**src/bspwm_pkg.sv**
```systemverilog
// Shared types and constants of the button stepped fast PWM block.
`default_nettype none

package bspwm_pkg;

    // Field and register widths
    localparam int TOP_W      = 16;
    localparam int RATIO_W    = 11;
    localparam int DUTY_W     = 7;
    localparam int PRE_W      = 10;
    localparam int CFG_IDX_W  = 1;
    localparam int CFG_DATA_W = 16;

    // Register indexes
    localparam logic [CFG_IDX_W-1:0] CFG_TOP_VALUE      = 1'd0;
    localparam logic [CFG_IDX_W-1:0] CFG_PRESCALE_RATIO = 1'd1;

    // Register reset values
    localparam logic [TOP_W-1:0]   TOP_RESET   = 16'd15625;
    localparam logic [RATIO_W-1:0] RATIO_RESET = 11'd1024;

    // Duty stepping
    localparam logic [DUTY_W-1:0] DUTY_STEP      = 7'd10;
    localparam logic [DUTY_W-1:0] DUTY_MIN       = 7'd10;
    localparam logic [DUTY_W-1:0] DUTY_MAX       = 7'd100;
    localparam logic [DUTY_W-1:0] DUTY_INC_LIMIT = 7'd90;
    localparam logic [DUTY_W-1:0] DUTY_DEC_LIMIT = 7'd20;

    // Prescaler limit
    localparam logic [RATIO_W-1:0] PRESCALE_MAX = 11'd1024;

    // Divide by 100 through a reciprocal: q = (p * ceil(2^30 / 100)) >> 30,
    // exact for every product below 2^23.
    localparam int PROD_W       = TOP_W + DUTY_W;
    localparam int RECIP_W      = 24;
    localparam int RECIP_SHIFT  = 30;
    localparam int RECIP_PROD_W = PROD_W + RECIP_W;
    localparam logic [RECIP_W-1:0] RECIP_K = 24'd10737419;

    // Work queue between front and back
    localparam int QUEUE_DEPTH = 4;
    localparam int Q_PTR_W     = $clog2(QUEUE_DEPTH);
    localparam int Q_CNT_W     = $clog2(QUEUE_DEPTH + 1);

    // One classified word: duty after the button check and its compare value
    typedef struct packed {
        logic [DUTY_W-1:0] duty;
        logic [TOP_W-1:0]  cmp;
    } t_work;

    // Read side of the work queue
    typedef struct packed {
        logic  valid;
        t_work work;
    } t_q_rd;

endpackage

`default_nettype wire

```
**src/bspwm_queue.sv**
```systemverilog
// Short work queue between the front end and the timer back end.
`default_nettype none

module bspwm_queue (
    input  wire                            i_clk,
    input  wire                            i_rst_n,
    input  wire                            i_push,
    input  wire bspwm_pkg::t_work          i_work,
    input  wire                            i_pop_ready,
    output bspwm_pkg::t_q_rd               o_rd,
    output logic [bspwm_pkg::Q_CNT_W-1:0]  o_count
);

    bspwm_pkg::t_work                  r_mem [bspwm_pkg::QUEUE_DEPTH];
    logic [bspwm_pkg::Q_PTR_W-1:0]     r_wr_ptr;
    logic [bspwm_pkg::Q_PTR_W-1:0]     r_rd_ptr;
    logic [bspwm_pkg::Q_CNT_W-1:0]     r_count;
    logic [bspwm_pkg::Q_CNT_W-1:0]     n_count;
    logic                              pop;

    assign o_rd.valid = (r_count != '0);
    assign o_rd.work  = r_mem[r_rd_ptr];
    assign o_count    = r_count;
    assign pop        = o_rd.valid & i_pop_ready;

    // Track occupancy
    always_comb begin
        case ({i_push, pop})
            2'b10:   n_count = r_count + 1'b1;
            2'b01:   n_count = r_count - 1'b1;
            default: n_count = r_count;
        endcase
    end

    always_ff @(posedge i_clk) begin
        if (!i_rst_n) begin
            r_wr_ptr <= '0;
            r_rd_ptr <= '0;
            r_count  <= '0;
        end else begin
            if (i_push) begin
                r_wr_ptr <= r_wr_ptr + 1'b1;
            end
            if (pop) begin
                r_rd_ptr <= r_rd_ptr + 1'b1;
            end
            r_count <= n_count;
        end
    end

    // Store pushed words
    always_ff @(posedge i_clk) begin
        if (i_push) begin
            r_mem[r_wr_ptr] <= i_work;
        end
    end

    // The front end's credit check keeps the queue from overflowing
    a_no_overflow: assert property (@(posedge i_clk) disable iff (!i_rst_n)
        (i_push && !pop) |-> (r_count < bspwm_pkg::Q_CNT_W'(bspwm_pkg::QUEUE_DEPTH)))
        else $error("work queue overflow");

endmodule

`default_nettype wire

```
**config.mk**
```make
export PLATFORM = sky130hd
export DESIGN_NAME = bspwm_queue
export DESIGN_NICKNAME = d
export VERILOG_FILES = /design/src/bspwm_pkg.sv /design/src/bspwm_queue.sv
export SDC_FILE = /design/constraint.sdc
export NUM_CORES = 1
export LEC_CHECK = 0
export BUFFER_PORTS_ARGS = -buffer_cell sky130_fd_sc_hd__buf_2
export CAP_MARGIN = 30
export CELL_PAD_IN_SITES_DETAIL_PLACEMENT = 1
export CELL_PAD_IN_SITES_GLOBAL_PLACEMENT = 1
export CORE_MARGIN = 1.5
export CORE_UTILIZATION = 45
export DETAILED_ROUTE_END_ITERATION = 10
export PLACE_DENSITY = 0.76
export SETUP_SLACK_MARGIN = 0.3
export SLEW_MARGIN = 5
export SYNTH_ARGS = -nofsm -noshare
export SYNTH_HDL_FRONTEND = slang
export SYNTH_SLANG_ARGS = --single-unit
```
**constraint.sdc**
```tcl
create_clock -name i_clk -period 3.87 [get_ports i_clk]
set_input_delay 0.387 -clock i_clk [delete_from_list [all_inputs] [get_ports i_clk]]
set_output_delay 0.387 -clock i_clk [all_outputs]
set_load 0.02 [all_outputs]
```
Word-level counts from Yosys, hierarchy flattened --
Memories as Yosys holds them, arrays and structs flattened. A register that Yosys moved wholly into a read port is not among the register bits. Index checks and enable logic that the tools add are counted.
Word-level totals: register bits after elaboration 7, bits in writable memories 92, input bits 27, output and inout port bits 27, logic and storage cells 18, memories 1
Memory list:
- r_mem | depth 4, bits a word 23, rd ports 1, clocked after memory_dff 1, write ports 1, RTL line bspwm_queue.sv:14 | bspwm_pkg::t_work r_mem [bspwm_pkg::QUEUE_DEPTH];
Operators by class: add/subtract/negate cells 4, equal/unequal tests 2, mux-type cells 5, bitwise logic cells 1, reductions and logical operators 2
Operators with widths (number):
- $pmux W3 S2 | 1
- $add A2 B1 Y2 const B | 2
- $mux W2 | 2
- $add A3 B1 Y3 const B | 1
- $reduce_bool A3 Y1 | 1
- $sub A3 B1 Y3 const B | 1
- $eq A2 B1 Y1 const B | 1
- $eq A2 B2 Y1 const B | 1
- $mux W1 | 2
- $reduce_bool A2 Y1 | 1
- $and A1 B1 Y1 | 1

Logic depth before layout (Yosys ltp) --
word-level depth 4, gate-level depth with buffers 7, mapped depth without buffers 7

Least setup slack after synthesis --
OpenSTA, ideal clock, no wires.
path type flip-flop to flip-flop, from register r_count, in the netlist o_count[0], to register r_count, in the netlist o_count[2], library setup time 0.076 ns, arrival time 1.886 ns, required time 3.794 ns, path slack 1.908 ns, stages on the path, launching flop included 8, path buffers 0, period minus slack after synthesis 1.962 ns, path through dfxtp_1 -> o31a_1 -> ha_1 -> inv_1 -> fa_1 -> xor2_1 -> or3_1 -> a21boi_0
Between the ends: word-level cells in the longest chain between the ends 4, elaborated cells between the ends (all ways) 8, classes of those cells add/sub (2); eq/ne (2); mux (1); bitwise (1); reduce/logical (2)
RTL lines:
- start, declared | RTL line bspwm_queue.sv:17 | logic [bspwm_pkg::Q_CNT_W-1:0] r_count;
- start signal, assigned | RTL line bspwm_queue.sv:47 | r_count <= n_count;
- $reduce_bool A3 Y1 * | RTL line bspwm_queue.sv:21 | assign o_rd.valid = (r_count != '0);
- $and A1 B1 Y1 * | RTL line bspwm_queue.sv:24 | assign pop = o_rd.valid & i_pop_ready;
- named net pop | RTL line bspwm_queue.sv:19 | logic pop;
- $eq A2 B1 Y1 or $eq A2 B2 Y1 (tied branches) | RTL line bspwm_queue.sv:28 | case ({i_push, pop})
- $pmux W3 S2 or $reduce_bool A2 Y1 (tied branches)
The timed path passes the listed nets; every way through them passes the cells marked *. A chain may end at the register's enable or synchronous reset.

==> results.txt <==
gr ovfl total: 0
post-route minimum period: 2470 ps
FF+latch count, synth: 101
Post-CTS Setup Bufs: 0
site row count: 33
Ports: 54
first-pass GRT wire length: 10100 um
CTS sink cnt: 101
Crit Path Max Fanout: 23
Iter 0 DRT Violations: 41
# hold bufs at CTS: 0
gr usage total: 0.157
Hold Violations, Final: 0
hold_sp: i_work[12]
vias in the first global route: 1910
critical path endpoint category: output port
cells after synthesis: 166
core area: 8220 um^2
status: finished, final reports clean
Detailed Place HPWL: 4460 um
VDD IR-drop max: 0.000320 V
Yosys top cell by area: edfxtp_1
Tightest Pin Transition: 832 ps
setup tns final: 0 ps
synthesized area: 3820 um^2
reg2reg end: o_count[2]$_SDFFE_PN0P_
P_int: 1.82 mW
Hold Path Depth: 1
CTS Root Cell: clkbuf_8
Final Wtd Congestion: 0.818
Die Wd: 95.1 um
WP buf/inv: 1
die height: 95.1 um
RSZ-0062 raised after global routing: false
Reg power frac: 0.537
Leakage: 1.50 nW
Synth Flop Type: edfxtp_1
CTS tree: yes
post-route design area: 4390 um^2
top cell type's share of synthesized area: 0.723
Max Fclk: 0.406 GHz
crit path kind: reg2out
CP max stage cell: dfxtp_2
CP delay by family, top: flip-flops
first-pass detailed-route iteration total: 3
CP Launch Type: flip-flop
Final Slew Violations: 0
DP Area: 4200 um^2
Commonest cells post-synth: edfxtp_1 (92), mux4_2 (20), dfxtp_1 (9)
crit path cell chain: mux4_1 > buf_2
post-synth cell types: 21
H-tree depth: 3
Psw: 0.704 mW
Post-synth EDFFs: 92
Clock Path Buffers: 2
fin crit share: 0.637
aggregate routed wire length: 6530 um
Hold Path Class: in2reg
Vias: 1745
worst relative slew slack: 0.445
syn nets: 199
remaining antenna violation count: 0
share of post-route cells with drive strength above 1: 0.396
P&R area growth vs syn: 14.9%
setup slack, reg-to-reg: 1900 ps
full die area: 9050 um^2
async set-reset flop share out of synthesis: 0
most common cell in the synthesized netlist: edfxtp_1
clk slew on worst S/H paths: 90 ps
Initial Utilization: 0.465
Remaining DRCs: 0
r2r worst-path depth: 7
IO buf count: 53
largest net degree at the start of global routing: 24
CTS Buf Count: 9
vias per cell: 5.13
# resized after CTS: 0
Clock Latency Late Sink: 350 ps
hold path endpoint: r_mem[1][12]$_DFFE_PP_
Worst EP arrival: 2080 ps
top post-synthesis cells by area: edfxtp_1 (72%), mux4_2 (12%), dfxtp_1 (4.7%)
pwr/cell area: 574 nW/um^2
initial antenna violation count: 0
Layout Skew: 7.29 ps
Comb pwr share: 0.211
worst reg2reg path startpoint: o_count[1]$_SDFFE_PN0P_
ANT cells: 0
required time worst endpoint: 3480 ps
sequential share of the synthesized area: 0.770
WL per Instance: 19.2 um
final net count: 263
max incr delay on CP: 880 ps
max-cap viol count: 0
# setup viols final: 0
Sw Share: 0.279
mean post-synth cell area: 23.0 um^2
synth warn: 0
clock network fraction of design power: 0.251
[cell type report]
| cell class | count | area [um^2] |
|---|---|---|
| clock buffers | 10 | 128 |
| clock inverters | 6 | 61.3 |
| fillers | 751 | 3830 |
| inverters | 6 | 22.5 |
| multi-input cells | 54 | 793 |
| flip-flops and latches | 101 | 2940 |
| well taps | 105 | 131 |
| repair buffers | 58 | 310 |
[sequential cells by signal, summed over array words and instances, names as in the netlist, named ones only]
register and flops:
o_count 3, r_mem 92, r_rd_ptr 2, r_wr_ptr 2
[layer usage]
layer	up-vias	global-route usage	wire length [um]
met5	-	0	0
met1	895	0.188	2740
met2	40	0.272	3410
li1	799	-	-
met4	0	0.0597	111
met3	11	0.0407	264
[worst register-to-register path, delay by kind of cell (launching register included)]
family | cells | cell delay (ps)
flops | 1 | 460
fa+ha+maj | 2 | 570
simple gates | 1 | 300
buf+inv | 1 | 60
compound gates | 2 | 370
xor+xnor | 1 | 150
[how the worst max path moves through the flow]
stage | to | slack (ps) | cells past startpoint | startpoint
after floorplan | o_count[2]$_SDFFE_PN0P_ | 1910 | 7 | o_count[0]$_SDFFE_PN0P_
after global placement | o_rd[20] | 1760 | 2 | flip-flop
after detailed placement | o_rd[12] | 1710 | 2 | flip-flop
after CTS | o_rd[12] | 1320 | 2 | flip-flop
after global routing | o_rd[12] | 1220 | 2 | flip-flop
final | o_rd[12] | 1400 | 2 | flip-flop
[cell families after synthesis]
| family | count (synthesis) | share of synthesized area |
|---|---|---|
| AO/OA/AOI/OAI | 5 | 0.0111 |
| XOR/XNOR | 5 | 0.0115 |
| adder cells (fa/ha/maj) | 6 | 0.0216 |
| buffers and inverters | 11 | 0.0219 |
| flip-flops | 101 | 0.770 |
| multiplexers | 24 | 0.141 |
| AND/OR/NAND/NOR | 14 | 0.0223 |
[per-stage QoR]
stage | util | std cells | worst slack (ps) | power (mW) | hold slack [ps]
after floorplan | - | 166 | 1910 | 1.78 | 486
final | 0.534 | 340 | 1400 | 2.52 | 247
after CTS | 0.534 | 340 | 1320 | 2.55 | 232
after global placement | 0.510 | 323 | 1760 | 1.91 | 549
after global routing | 0.534 | 340 | 1220 | 2.64 | 232
after detailed placement | 0.511 | 324 | 1710 | 1.93 | 563
[placed cells by master, fill, tap and decap left out, types with 4 or more instances in the layout]
cell | synthesis | final
edfxtp_1 | 92 | 92
buf_2 | 2 | 53
mux4_2 | 20 | 20
clkbuf_8 | 0 | 9
and2_1 | 8 | 8
dfxtp_1 | 9 | 8
inv_1 | 6 | 6
ha_1 | 5 | 5
buf_4 | 0 | 4
[power by group through the flow]
stage | Combinational, mW | Clock, mW | Sequential, mW
after floorplan | 0.450 | 0 | 1.33
final | 0.533 | 0.633 | 1.35
after CTS | 0.544 | 0.648 | 1.36
after global placement | 0.519 | 0 | 1.39
after detailed placement | 0.543 | 0 | 1.39
after global routing | 0.580 | 0.689 | 1.37
No activity file was read; power rests on OpenSTA's default activity.
