File: config.mk
export PLATFORM = sky130hd
export DESIGN_NAME = bspwm_back
export DESIGN_NICKNAME = d
export VERILOG_FILES = /design/src/bspwm_pkg.sv /design/src/bspwm_back.sv
export SDC_FILE = /design/constraint.sdc
export NUM_CORES = 1
export LEC_CHECK = 0
export ABC_AREA = 1
export BUFFER_PORTS_ARGS = -buffer_cell sky130_fd_sc_hd__buf_2
export CAP_MARGIN = 20
export CORE_AREA = 5 5 124 126
export DETAILED_ROUTE_END_ITERATION = 7
export DIE_AREA = 0 0 129 131
export MAX_ROUTING_LAYER = met4
export PLACE_DENSITY = 0.6
export SYNTH_ARGS = -nofsm -noshare
export SYNTH_HDL_FRONTEND = slang
export SYNTH_SLANG_ARGS = --single-unit
export TNS_END_PERCENT = 20
File: constraint.sdc
create_clock -name i_clk -period 7.5 [get_ports i_clk]
set_clock_uncertainty 0.15 [all_clocks]
set_input_delay 0.75 -clock i_clk [delete_from_list [all_inputs] [get_ports i_clk]]
set_output_delay 0.75 -clock i_clk [all_outputs]
set_load 0.005 [all_outputs]
File: src/bspwm_pkg.sv
// Shared types and constants of the button stepped fast PWM block.
`default_nettype none

package bspwm_pkg;

    // Field and register widths
    localparam int TOP_W      = 16;
    localparam int RATIO_W    = 11;
    localparam int DUTY_W     = 7;
    localparam int PRE_W      = 10;
    localparam int CFG_IDX_W  = 1;
    localparam int CFG_DATA_W = 16;

    // Register indexes
    localparam logic [CFG_IDX_W-1:0] CFG_TOP_VALUE      = 1'd0;
    localparam logic [CFG_IDX_W-1:0] CFG_PRESCALE_RATIO = 1'd1;

    // Register reset values
    localparam logic [TOP_W-1:0]   TOP_RESET   = 16'd15625;
    localparam logic [RATIO_W-1:0] RATIO_RESET = 11'd1024;

    // Duty stepping
    localparam logic [DUTY_W-1:0] DUTY_STEP      = 7'd10;
    localparam logic [DUTY_W-1:0] DUTY_MIN       = 7'd10;
    localparam logic [DUTY_W-1:0] DUTY_MAX       = 7'd100;
    localparam logic [DUTY_W-1:0] DUTY_INC_LIMIT = 7'd90;
    localparam logic [DUTY_W-1:0] DUTY_DEC_LIMIT = 7'd20;

    // Prescaler limit
    localparam logic [RATIO_W-1:0] PRESCALE_MAX = 11'd1024;

    // Divide by 100 through a reciprocal: q = (p * ceil(2^30 / 100)) >> 30,
    // exact for every product below 2^23.
    localparam int PROD_W       = TOP_W + DUTY_W;
    localparam int RECIP_W      = 24;
    localparam int RECIP_SHIFT  = 30;
    localparam int RECIP_PROD_W = PROD_W + RECIP_W;
    localparam logic [RECIP_W-1:0] RECIP_K = 24'd10737419;

    // Work queue between front and back
    localparam int QUEUE_DEPTH = 4;
    localparam int Q_PTR_W     = $clog2(QUEUE_DEPTH);
    localparam int Q_CNT_W     = $clog2(QUEUE_DEPTH + 1);

    // One classified word: duty after the button check and its compare value
    typedef struct packed {
        logic [DUTY_W-1:0] duty;
        logic [TOP_W-1:0]  cmp;
    } t_work;

    // Read side of the work queue
    typedef struct packed {
        logic  valid;
        t_work work;
    } t_q_rd;

endpackage

`default_nettype wire

File: src/bspwm_back.sv
// Back end: prescaler, timer, compare reload and registered result word.
`default_nettype none

module bspwm_back #(
    parameter int COUNT_WIDTH = 16
) (
    input  wire                             i_clk,
    input  wire                             i_rst_n,
    input  wire [bspwm_pkg::TOP_W-1:0]      i_top_value,
    input  wire [bspwm_pkg::RATIO_W-1:0]    i_prescale_ratio,
    input  wire bspwm_pkg::t_q_rd           i_rd,
    output logic                            o_pop_ready,
    output logic                            o_valid,
    input  wire                             i_ready,
    output logic                            o_pwm_out,
    output logic [bspwm_pkg::DUTY_W-1:0]    o_duty_percent,
    output logic [bspwm_pkg::TOP_W-1:0]     o_compare_value
);

    localparam int WIDE_W = COUNT_WIDTH + bspwm_pkg::TOP_W;

    logic [bspwm_pkg::PRE_W-1:0]    r_pre_cnt;
    logic [COUNT_WIDTH-1:0]         r_timer;
    logic [bspwm_pkg::TOP_W-1:0]    r_active;
    logic [bspwm_pkg::PRE_W-1:0]    n_pre_cnt;
    logic [COUNT_WIDTH-1:0]         n_timer;
    logic [bspwm_pkg::TOP_W-1:0]    n_active;

    logic                           r_out_valid;
    logic                           r_pwm;
    logic [bspwm_pkg::DUTY_W-1:0]   r_duty;
    logic [bspwm_pkg::TOP_W-1:0]    r_cmp;

    logic [bspwm_pkg::RATIO_W-1:0]  ratio_eff;
    logic [bspwm_pkg::RATIO_W-1:0]  pre_sum;
    logic                           pre_hit;
    logic [WIDE_W-1:0]              top_wide;
    logic [COUNT_WIDTH-1:0]         top_eff;
    logic                           take;
    logic                           n_pwm;

    // Take a word when the result register is free or being drained
    assign o_pop_ready = ~r_out_valid | i_ready;
    assign take        = i_rd.valid & o_pop_ready;

    // Clamp the ratio to 1..1024
    always_comb begin
        if (i_prescale_ratio == '0) begin
            ratio_eff = bspwm_pkg::RATIO_W'(1);
        end else if (i_prescale_ratio > bspwm_pkg::PRESCALE_MAX) begin
            ratio_eff = bspwm_pkg::PRESCALE_MAX;
        end else begin
            ratio_eff = i_prescale_ratio;
        end
    end

    assign pre_sum  = {1'b0, r_pre_cnt} + bspwm_pkg::RATIO_W'(1);
    assign pre_hit  = pre_sum >= ratio_eff;
    assign top_wide = WIDE_W'(i_top_value);
    assign top_eff  = top_wide[COUNT_WIDTH-1:0];

    // Advance prescaler and timer; reload the compare at the bottom
    always_comb begin
        n_pre_cnt = r_pre_cnt;
        n_timer   = r_timer;
        n_active  = r_active;
        if (pre_hit) begin
            n_pre_cnt = '0;
            if (r_timer >= top_eff) begin
                n_timer  = '0;
                n_active = i_rd.work.cmp;
            end else begin
                n_timer = r_timer + COUNT_WIDTH'(1);
            end
        end else begin
            n_pre_cnt = pre_sum[bspwm_pkg::PRE_W-1:0];
        end
        n_pwm = WIDE_W'(n_timer) <= WIDE_W'(n_active);
    end

    always_ff @(posedge i_clk) begin
        if (!i_rst_n) begin
            r_pre_cnt   <= '0;
            r_timer     <= '0;
            r_active    <= '0;
            r_out_valid <= 1'b0;
        end else begin
            if (take) begin
                r_pre_cnt <= n_pre_cnt;
                r_timer   <= n_timer;
                r_active  <= n_active;
            end
            if (take) begin
                r_out_valid <= 1'b1;
            end else if (i_ready) begin
                r_out_valid <= 1'b0;
            end
        end
    end

    // Hold the result word
    always_ff @(posedge i_clk) begin
        if (take) begin
            r_pwm  <= n_pwm;
            r_duty <= i_rd.work.duty;
            r_cmp  <= n_active;
        end
    end

    assign o_valid         = r_out_valid;
    assign o_pwm_out       = r_pwm;
    assign o_duty_percent  = r_duty;
    assign o_compare_value = r_cmp;

    // The word shows the compare in effect after its tick
    a_cmp_matches: assert property (@(posedge i_clk) disable iff (!i_rst_n)
        take |=> (r_cmp == r_active))
        else $error("result compare differs from active compare");

endmodule

`default_nettype wire

== Word level (Yosys, flattened, before mapping) ==
Index checks and enable logic that the tools add are counted.

* Bits in registers: 67
* Input port bits: 54

* $add $sub $neg: 2
* Order comparisons: 4
* Muxes and demuxes: 9
* Bitwise gates (word level): 3
* Reductions and logical operators: 2

{| class="wikitable"
|+ Operators with widths
! kind !! count
|-
| 16-bit two-way mux || 4
|-
| 11-bit two-way mux || 2
|-
| 16-bit by 1-bit adder with 16-bit output (second input constant) || 1
|-
| 16-bit greater-or-equal comparator || 1
|-
| 16-bit less-or-equal comparator || 1
|-
| 10-bit by 1-bit adder with 11-bit output (second input constant) || 1
|-
| 11-bit greater-or-equal comparator || 1
|-
| 11-bit > comparator (second input constant) || 1
|-
| 11-bit logical NOT || 1
|-
| 10-bit two-way mux || 1
|-
| 1-bit two-way mux || 2
|-
| 2-bit nonzero test || 1
|-
| 1-bit bitwise AND || 1
|-
| 1-bit inverter || 1
|-
| 1-bit bitwise OR || 1
|}

== Logic depth before layout (Yosys ltp) ==
Gate-level depths: netlist of run 1.

* Word-level depth: 6
* Mapped depth: 25
* Mapped depth without buffers: 24

== Worst setup path before layout of run 1 ==
OpenSTA, ideal clock, no wires.

* Kind: input to register
* Start: input port i_prescale_ratio[4] (netlist bit)
* End: register r_pwm, in the netlist o_pwm_out (data pin)
* Library setup time: 0.252 ns
* Arrival: 3.350 ns
* Required time: 7.098 ns
* Slack: 3.748 ns
* Cell stages on the path: 21
* Path buffers: 1
* Cell sequence: nor4_1 > nand3_1 > nand2_1 > nand2_1 > ha_1 > nand2_1 > nor2_1 > inv_1 > nor2_1 > nor2_1 > nand2_4 > buf_2 > nand3_1 > nand2_1 > inv_1 > ha_1 > nand2_1 > o21a_1 > o221a_2 > nand2_1 > nand2_1

* Cells in the longest elaborated chain, start to end: 6
* Elaborated cells on any way between the ends: 8

{| class="wikitable"
|+ RTL lines
! element !! RTL line !! text
|-
| from (decl) || bspwm_back.sv:10 || <nowiki>input wire [bspwm_pkg::RATIO_W-1:0] i_prescale_ratio,</nowiki>
|-
| 11-bit > comparator || bspwm_back.sv:50 || <nowiki>end else if (i_prescale_ratio > bspwm_pkg::PRESCALE_MAX) begin</nowiki>
|-
| 11-bit two-way mux || bspwm_back.sv:50 ||
|-
| 11-bit two-way mux (*) || bspwm_back.sv:48 || <nowiki>if (i_prescale_ratio == '0) begin</nowiki>
|-
| 11-bit greater-or-equal comparator (*) || bspwm_back.sv:58 || <nowiki>assign pre_hit = pre_sum >= ratio_eff;</nowiki>
|-
| 16-bit two-way mux (*) || bspwm_back.sv:67 || <nowiki>if (pre_hit) begin</nowiki>
|-
| via n_active (one bit) || bspwm_back.sv:27 || <nowiki>logic [bspwm_pkg::TOP_W-1:0] n_active;</nowiki>
|-
| 16-bit less-or-equal comparator (*) || bspwm_back.sv:78 || <nowiki>n_pwm = WIDE_W'(n_timer) <= WIDE_W'(n_active);</nowiki>
|-
| via n_pwm || bspwm_back.sv:40 || <nowiki>logic n_pwm;</nowiki>
|-
| to (signal assigned) || bspwm_back.sv:104 || <nowiki>r_pwm <= n_pwm;</nowiki>
|-
| to (decl) || bspwm_back.sv:30 || <nowiki>logic r_pwm;</nowiki>
|}

The timed path passes the listed nets; every way through them passes the cells marked *.
A chain may end at the register's enable or synchronous reset.

== Worst setup path in the final report of run 1 ==
* Start: register r_pre_cnt[0] (netlist bit)
* End: register r_pwm, in the netlist o_pwm_out (data pin)

* Cells in the longest elaborated chain, start to end: 4
* Elaborated cells on any way between the ends: 5

{| class="wikitable"
|+ RTL lines
! element !! RTL line !! text
|-
| from (decl) || bspwm_back.sv:22 || <nowiki>logic [bspwm_pkg::PRE_W-1:0] r_pre_cnt;</nowiki>
|-
| from (signal assigned) || bspwm_back.sv:89 || <nowiki>r_pre_cnt <= n_pre_cnt;</nowiki>
|-
| 10-bit by 1-bit adder with 11-bit output || bspwm_back.sv:57 || <nowiki>assign pre_sum = {1'b0, r_pre_cnt} + bspwm_pkg::RATIO_W'(1);</nowiki>
|-
| 11-bit greater-or-equal comparator || bspwm_back.sv:58 ||
|-
| 16-bit two-way mux || bspwm_back.sv:67 ||
|-
| via n_active (one bit) || bspwm_back.sv:27 ||
|-
| 16-bit less-or-equal comparator || bspwm_back.sv:78 ||
|-
| via n_pwm || bspwm_back.sv:40 ||
|}

The timed path passes the listed nets, and every way through them passes these cells.

==> impl_metrics.json, run 1 <==
{
  "intPower_mw": 0.7391,
  "h-tree-depth": 3,
  "crit_type": "reg2reg",
  "worstHoldPathType": "reg2reg",
  "vias_post_dr": 4173,
  "final_antenna_net_count": 0,
  "hold-path-cell-count": 2,
  "final_layout_size_suffix_gt1_share_pct": 14.32,
  "number_of_global_route_vias_before_repair": 3843,
  "ys_types": 34,
  "fin_worst_hold_slack_ns": 0.3144,
  "clock.fmax_mhz": 237.4,
  "grt.total_usage_pct": 13.30,
  "cts_tree": "yes",
  "ir_drop_worst_vdd_mv": 0.1070,
  "fillCellCount": 1525,
  "status": "finished clean",
  "power.leakage_nw": 2.857,
  "cts_resized": 0,
  "synth.ff_latch_count": 67,
  "cts-buffers-inserted": 9,
  "cts_hold_buffers": 0,
  "clock_latency_of_the_later_clocked_register_in_the_worst_skew_pair_ns": 0.33,
  "core.rowCount": 44,
  "grt_setup_unrepaired": "no",
  "clock_transition_at_the_registers_of_the_reported_paths_ns": 0.06,
  "ctsRootBufferMaster": "clkbuf_16",
  "crit_path_max_fanout": 43,
  "syn_to_final_growth_pct": 18.32,
  "layout_commonest_cell": "nand2_1",
  "avgViaCountPerCell": 4.551,
  "worstSetupEndpointType": "register",
  "finish.net_count": 827,
  "post-route-period-util_pct": 56.17,
  "synthesis.instances": 654,
  "die_height_um": 131,
  "synth_nets": 753,
  "timing.final.crit_period_ns": 4.213,
  "buffer_ports.inserted": 79,
  "detailed_route_wire_length_mm": 10.60,
  "die_w_um": 129,
  "routedWlPerCell_um": 11.56,
  "slew_viol_final": 0,
  "timing.max_cap.violations": 0,
  "power_density_nw_per_um2": 190.2,
  "final-setup-viol-count": 0,
  "multi_input_area_um2": 2467,
  "switching_fraction_of_total_power_pct": 27.82,
  "ff2ff_path_depth": 23,
  "arrival_ns": 4.15,
  "yosys_warnings": 0,
  "grt.overflow.total": 0,
  "syn_avg_cell_area_um2": 6.956,
  "seq_area_um2": 1582,
  "cts.path.max_buffers": 2,
  "initial_core_util_pct": 32.03,
  "synth.yosys.seq_area_share_pct": 34.76,
  "critPathRequiredTime_ns": 7.44,
  "timing.slew.headroom_pct": 40.98,
  "worst_margin_slew_ns": 0.8853,
  "tritoncts_num_sinks": 67,
  "initial_antenna_violation_count": 0,
  "hpwlAfterDp_mm": 7.871,
  "pwr-share-comb_pct": 18.7,
  "insertedDiodeCount": 0,
  "remaining_design_rule_violation_count": 0,
  "design.portCount": 80,
  "clkPwrFrac_pct": 39.9,
  "final_hold_viol_count": 0,
  "mostFrequentLayoutCells": "nand2_1, inv_1, buf_2",
  "grt_pass1_wl_mm": 17.72,
  "grt_max_degree": 85,
  "power_switching_mw": 0.2849,
  "floorplan.die_area_um2": 16900,
  "core-area_um2": 14200,
  "cp-start-kind": "register",
  "flop_pwr_share_pct": 41.4,
  "first_pass_iters": 4,
  "finalWeightedCongestion": 0.8228,
  "post_cts_buffers": 0,
  "post_synth_instance_area_um2": 4549,
  "finalSetupTns_ns": 0,
  "drtIter0Drc": 205
}
[power groups by stage]
stage	registers, mW	logic, mW	clock network, mW
6_report	0.424	0.191	0.409
5_1_grt	0.428	0.224	0.436
4_1_cts	0.424	0.194	0.422
3_5_place_dp	0.432	0.193	0
3_3_place_gp	0.432	0.190	0
2_1_floorplan	0.428	0.136	0
[worst max-delay path, cell delays in order (launching register included)]
cell and delay (ns):
dfxtp_1 0.43, nand3_1 0.14, nand3b_1 0.23, nor2_1 0.19
nand3_1 0.11, xor2_1 0.17, ha_1 0.30, nand2_1 0.08
nor2_1 0.06, nand2_1 0.05, nor2_1 0.03, nor2_1 0.17
nand2_4 0.30, nand2_4 0.37, nand2_1 0.11, nand2_1 0.09
inv_1 0.05, ha_1 0.29, nand2_1 0.08, o21a_1 0.19
o221ai_1 0.17, nand2_1 0.07, nand2_1 0.06, nand2_1 0.04
[per-layer routing]
| metal | global-route usage [%] | share of wire (%) |
|---|---|---|
| met1 | 16.25 | 46 |
| met2 | 21.52 | 47 |
| met3 | 3.455 | 5.6 |
| met4 | 4.324 | 1.4 |
| met5 | - | 0 |
[registers in the layout, indices dropped and copies added, names as in the netlist]
register,count
o_compare_value,16
o_duty_percent,7
o_pwm_out,1
o_valid,1
r_active,16
r_pre_cnt,10
r_timer,16
[final cells by class]
cell class	instances	share of cell area, %
flip-flops and latches	67	29.38
inverters	108	7.531
multi-input cells	461	45.84
repair buffers	81	7.764
well taps	184	4.277
clock inverters	3	0.7438
clock buffers	13	4.463
[metrics by stage]
step                instance area, µm²  cells  util, %  power, mW  setup WS [ns]
global route                      5383    917    37.90      1.088          2.918
floorplan                         4549    654        -     0.5639          3.748
detailed placement                5102    901    35.92     0.6249          2.980
global placement                  5087    900    35.82     0.6223          3.010
CTS                               5383    917    37.90      1.040          3.284
finish                            5383    917    37.90      1.024          3.287
[synthesized netlist by cell type]
master	number	share of area (%)
a21oi_1	42	4.6
a21oi_4	1	0.36
and2_1	1	0.14
buf_1	2	0.17
buf_2	4	0.44
buf_4	2	0.33
buf_6	2	0.50
clkbuf_1	8	0.66
dfxtp_1	43	19
edfxtp_1	24	16
ha_1	45	12
inv_1	106	8.7
inv_2	2	0.17
nand2_1	184	15
nand2_2	1	0.14
nand2_4	3	0.74
nand3_1	65	7.2
nand3b_1	1	0.17
nand4_1	15	2.1
nor2_1	62	5.1
nor2_2	1	0.14
nor2_4	1	0.25
nor3_1	5	0.55
nor3_2	1	0.22
nor4_1	2	0.27
o211a_1	1	0.22
o21a_1	3	0.50
o21ai_0	12	1.3
o21ai_1	2	0.22
o221a_2	1	0.25
o221ai_1	1	0.19
or2_2	1	0.14
xnor2_1	2	0.39
xor2_1	8	1.5
[final timing paths]
path	start	end	slack, ns
max	r_pre_cnt[0]$_SDFFE_PN0P_	o_pwm_out$_DFFE_PP_	3.29
min	r_pre_cnt[9]$_SDFFE_PN0P_	r_pre_cnt[9]$_SDFFE_PN0P_	0.31
max reg2reg	r_pre_cnt[0]$_SDFFE_PN0P_	o_pwm_out$_DFFE_PP_	3.29
min reg2reg	r_pre_cnt[9]$_SDFFE_PN0P_	r_pre_cnt[9]$_SDFFE_PN0P_	0.31
[logic make-up (layout without fill, tap and decap cells)]
| group | count (synthesis) | after routing | share of synthesized area (%) |
|---|---|---|---|
| flops | 67 | 67 | 34.76 |
| xor+xnor | 10 | 10 | 1.925 |
| buf+inv | 126 | 205 | 11.00 |
| compound gates | 63 | 63 | 7.673 |
| simple gates | 343 | 343 | 32.26 |
| fa+ha+maj | 45 | 45 | 12.38 |
(Power assumes the default switching activity.)
==> run 2: changes to the inputs <==
==> constraint.sdc (replaced) <==
create_clock -name i_clk -period 4.25 [get_ports i_clk]
set_clock_uncertainty 0.15 [all_clocks]
set_input_delay 0.425 -clock i_clk [delete_from_list [all_inputs] [get_ports i_clk]]
set_output_delay 0.425 -clock i_clk [all_outputs]
set_load 0.005 [all_outputs]
==> run 2 against run 1 <==
Net effect:
- die area unchanged
- critical path type unchanged
- count of clock-buffer cells in the layout decreased by 3
- combinational power increased by 83%
- via count increased by 1.4%
- maximum frequency increased by 8.7%
- worst setup slack got worse by 2.9 ns
==> impl_metrics.json, run 2 (synthesis results as in run 1) <==
{
  "initial_core_util_pct": 32.03,
  "preCtsSetupSlack_ns": 0.2053,
  "slowest_delay_ns": 0.40,
  "final-setup-viol-count": 0,
  "post_cts_buffers": 0,
  "tritoncts_num_sinks": 67,
  "insertedDiodeCount": 0,
  "top_usage_layer": "met2",
  "flop_pwr_share_pct": 39.5,
  "initial_antenna_violation_count": 0,
  "power_density_nw_per_um2": 343.8,
  "power_switching_mw": 0.5231,
  "worst_margin_slew_ns": 0.6686,
  "final_antenna_net_count": 0,
  "cts-buffers-inserted": 9,
  "critPathRequiredTime_ns": 4.19,
  "timing.final.crit_period_ns": 3.876,
  "global_route.usage.met1_pct": 16.85,
  "design.portCount": 80,
  "arrival_ns": 3.82,
  "worstSetupEndpointType": "register",
  "hpwlAfterDp_mm": 8.190,
  "timing.final.ws_setup_ns": 0.3744,
  "clkPwrFrac_pct": 42.1,
  "slew_viol_final": 0,
  "mostFrequentLayoutCells": "nand2_1, inv_1, buf_2",
  "worstHoldPathType": "in2reg",
  "buffer_ports.inserted": 79,
  "timing.slew.headroom_pct": 55.32,
  "status": "finished clean",
  "clock_transition_at_the_registers_of_the_reported_paths_ns": 0.06,
  "timing.max_cap.violations": 0,
  "avgViaCountPerCell": 4.594,
  "finalWeightedCongestion": 0.8563,
  "crit_type": "reg2reg",
  "core.rowCount": 44,
  "crit_path_max_fanout": 12,
  "grt_pass1_wl_mm": 18.14,
  "floorplan.die_area_um2": 16900,
  "power.leakage_nw": 2.894,
  "layout_commonest_cell": "nand2_1",
  "intPower_mw": 1.370,
  "drtIter0Drc": 276,
  "core-area_um2": 14200,
  "final_hold_viol_count": 0,
  "cp-start-kind": "register",
  "cts.path.max_buffers": 2,
  "clock_latency_of_the_later_clocked_register_in_the_worst_skew_pair_ns": 0.33,
  "die_height_um": 131,
  "switching_fraction_of_total_power_pct": 27.63,
  "number_of_global_route_vias_before_repair": 3913,
  "grt_max_degree": 63,
  "vias_post_dr": 4231,
  "grt.met2_usage_pct": 22.62,
  "critPathMostFrequentCell": "nand2_1",
  "finish.net_count": 831,
  "ir_drop_worst_vdd_mv": 0.1902,
  "crit_family": "simple AND/OR/NAND/NOR gates",
  "gr-usage-met3_pct": 2.642,
  "cts_tree": "yes",
  "syn_to_final_growth_pct": 21.07,
  "grt.overflow.total": 0,
  "die_w_um": 129,
  "grt.total_usage_pct": 13.70,
  "grt_setup_unrepaired": "no",
  "critical_path_buf_inv_count": 4,
  "first_pass_iters": 5,
  "detailed_route_wire_length_mm": 11.04,
  "h-tree-depth": 3,
  "crit_slowest_cell": "dfxtp_1",
  "finalSetupTns_ns": 0,
  "crit_path_cell_trace": "ha_1 > nand2_1 > nor2_2 > nand2_1 > xor2_1 > inv_1 > ha_1 > nand2_1 > nor2_1 > inv_1 > nor2_1 > nor2_4 > nand2_8 > buf_4 > nand3_1 > nand2_1 > inv_1 > ha_1 > nand2_1 > o21a_1 > o221a_2 > nand2_1 > nand2_1",
  "remaining_design_rule_violation_count": 0,
  "routedWlPerCell_um": 11.98,
  "clock.fmax_mhz": 258.0,
  "post-route-period-util_pct": 91.19,
  "pwr-share-comb_pct": 18.4,
  "ctsRootBufferMaster": "clkbuf_16",
  "final_layout_size_suffix_gt1_share_pct": 16.01
}
run 2: cell type report:
| cell class | count | area, µm² |
|---|---|---|
| sequential | 67 | 1582 |
| clock buffer | 10 | 229.0 |
| fill | 1511 | 8696 |
| timing repair buffer | 84 | 452.9 |
| clock inverter | 6 | 90.09 |
| tap | 184 | 230.2 |
| multi-input combinational | 462 | 2519 |
| inverter | 108 | 405.4 |
run 2: layer usage:
metal | vias to the layer above | share of wire, %
met4 | 0 | 1.9
li1 | 2266 | -
met3 | 19 | 6.0
met5 | - | 0
met2 | 105 | 47
met1 | 1841 | 45
run 2: worst register-to-register path, stage by stage, from the launching register on:
cell and delay [ns]:
dfxtp_1 0.40, ha_1 0.19, nand2_1 0.08, nor2_2 0.15
nand2_1 0.07, xor2_1 0.13, inv_1 0.09, ha_1 0.30
nand2_1 0.08, nor2_1 0.16, inv_1 0.06, nor2_1 0.18
nor2_4 0.10, nand2_8 0.14, buf_4 0.22, nand3_1 0.11
nand2_1 0.11, inv_1 0.05, ha_1 0.28, nand2_1 0.08
o21a_1 0.19, o221a_2 0.23, nand2_1 0.06, nand2_1 0.04
run 2: timing repair:
action                                  4_1_cts  5_1_grt
endpoints found under the setup margin        0        1
resized for setup                             0        9
endpoints found under the hold margin         0        0
hold buffers                                  0        0
run 2: power groups by stage:
stage	Sequential (mW)	Clock, mW	Combinational, mW
after global routing	0.754	0.848	0.407
after CTS	0.749	0.818	0.347
final	0.748	0.796	0.349
after floorplan	0.755	0	0.240
after detailed placement	0.762	0	0.345
after global placement	0.761	0	0.342
run 2: path summary, 6_finish.rpt:
check / startpoint / end / slack, ns / depth (start not counted)
worst min-delay path: i_rd[18] / o_duty_percent[2]$_DFFE_PP_ / 0.12 / 1
worst max-delay path: r_pre_cnt[0]$_SDFFE_PN0P_ / o_pwm_out$_DFFE_PP_ / 0.37 / 23
worst min register to register: r_pre_cnt[9]$_SDFFE_PN0P_ / r_pre_cnt[9]$_SDFFE_PN0P_ / 0.32 / 2
worst max register to register: r_pre_cnt[0]$_SDFFE_PN0P_ / o_pwm_out$_DFFE_PP_ / 0.37 / 23
run 2: metrics by stage:
step	total power [mW]	util [%]	instances	cell area [µm²]	hold WS, ns
detailed placement	1.107	36.06	903	5122	0.3123
global placement	1.103	36.06	903	5122	0.3067
finish	1.894	38.78	921	5508	0.1155
CTS	1.913	38.31	919	5441	0.09948
floorplan	0.9951	-	654	4549	0.2953
global route	2.010	38.78	921	5508	0.09799
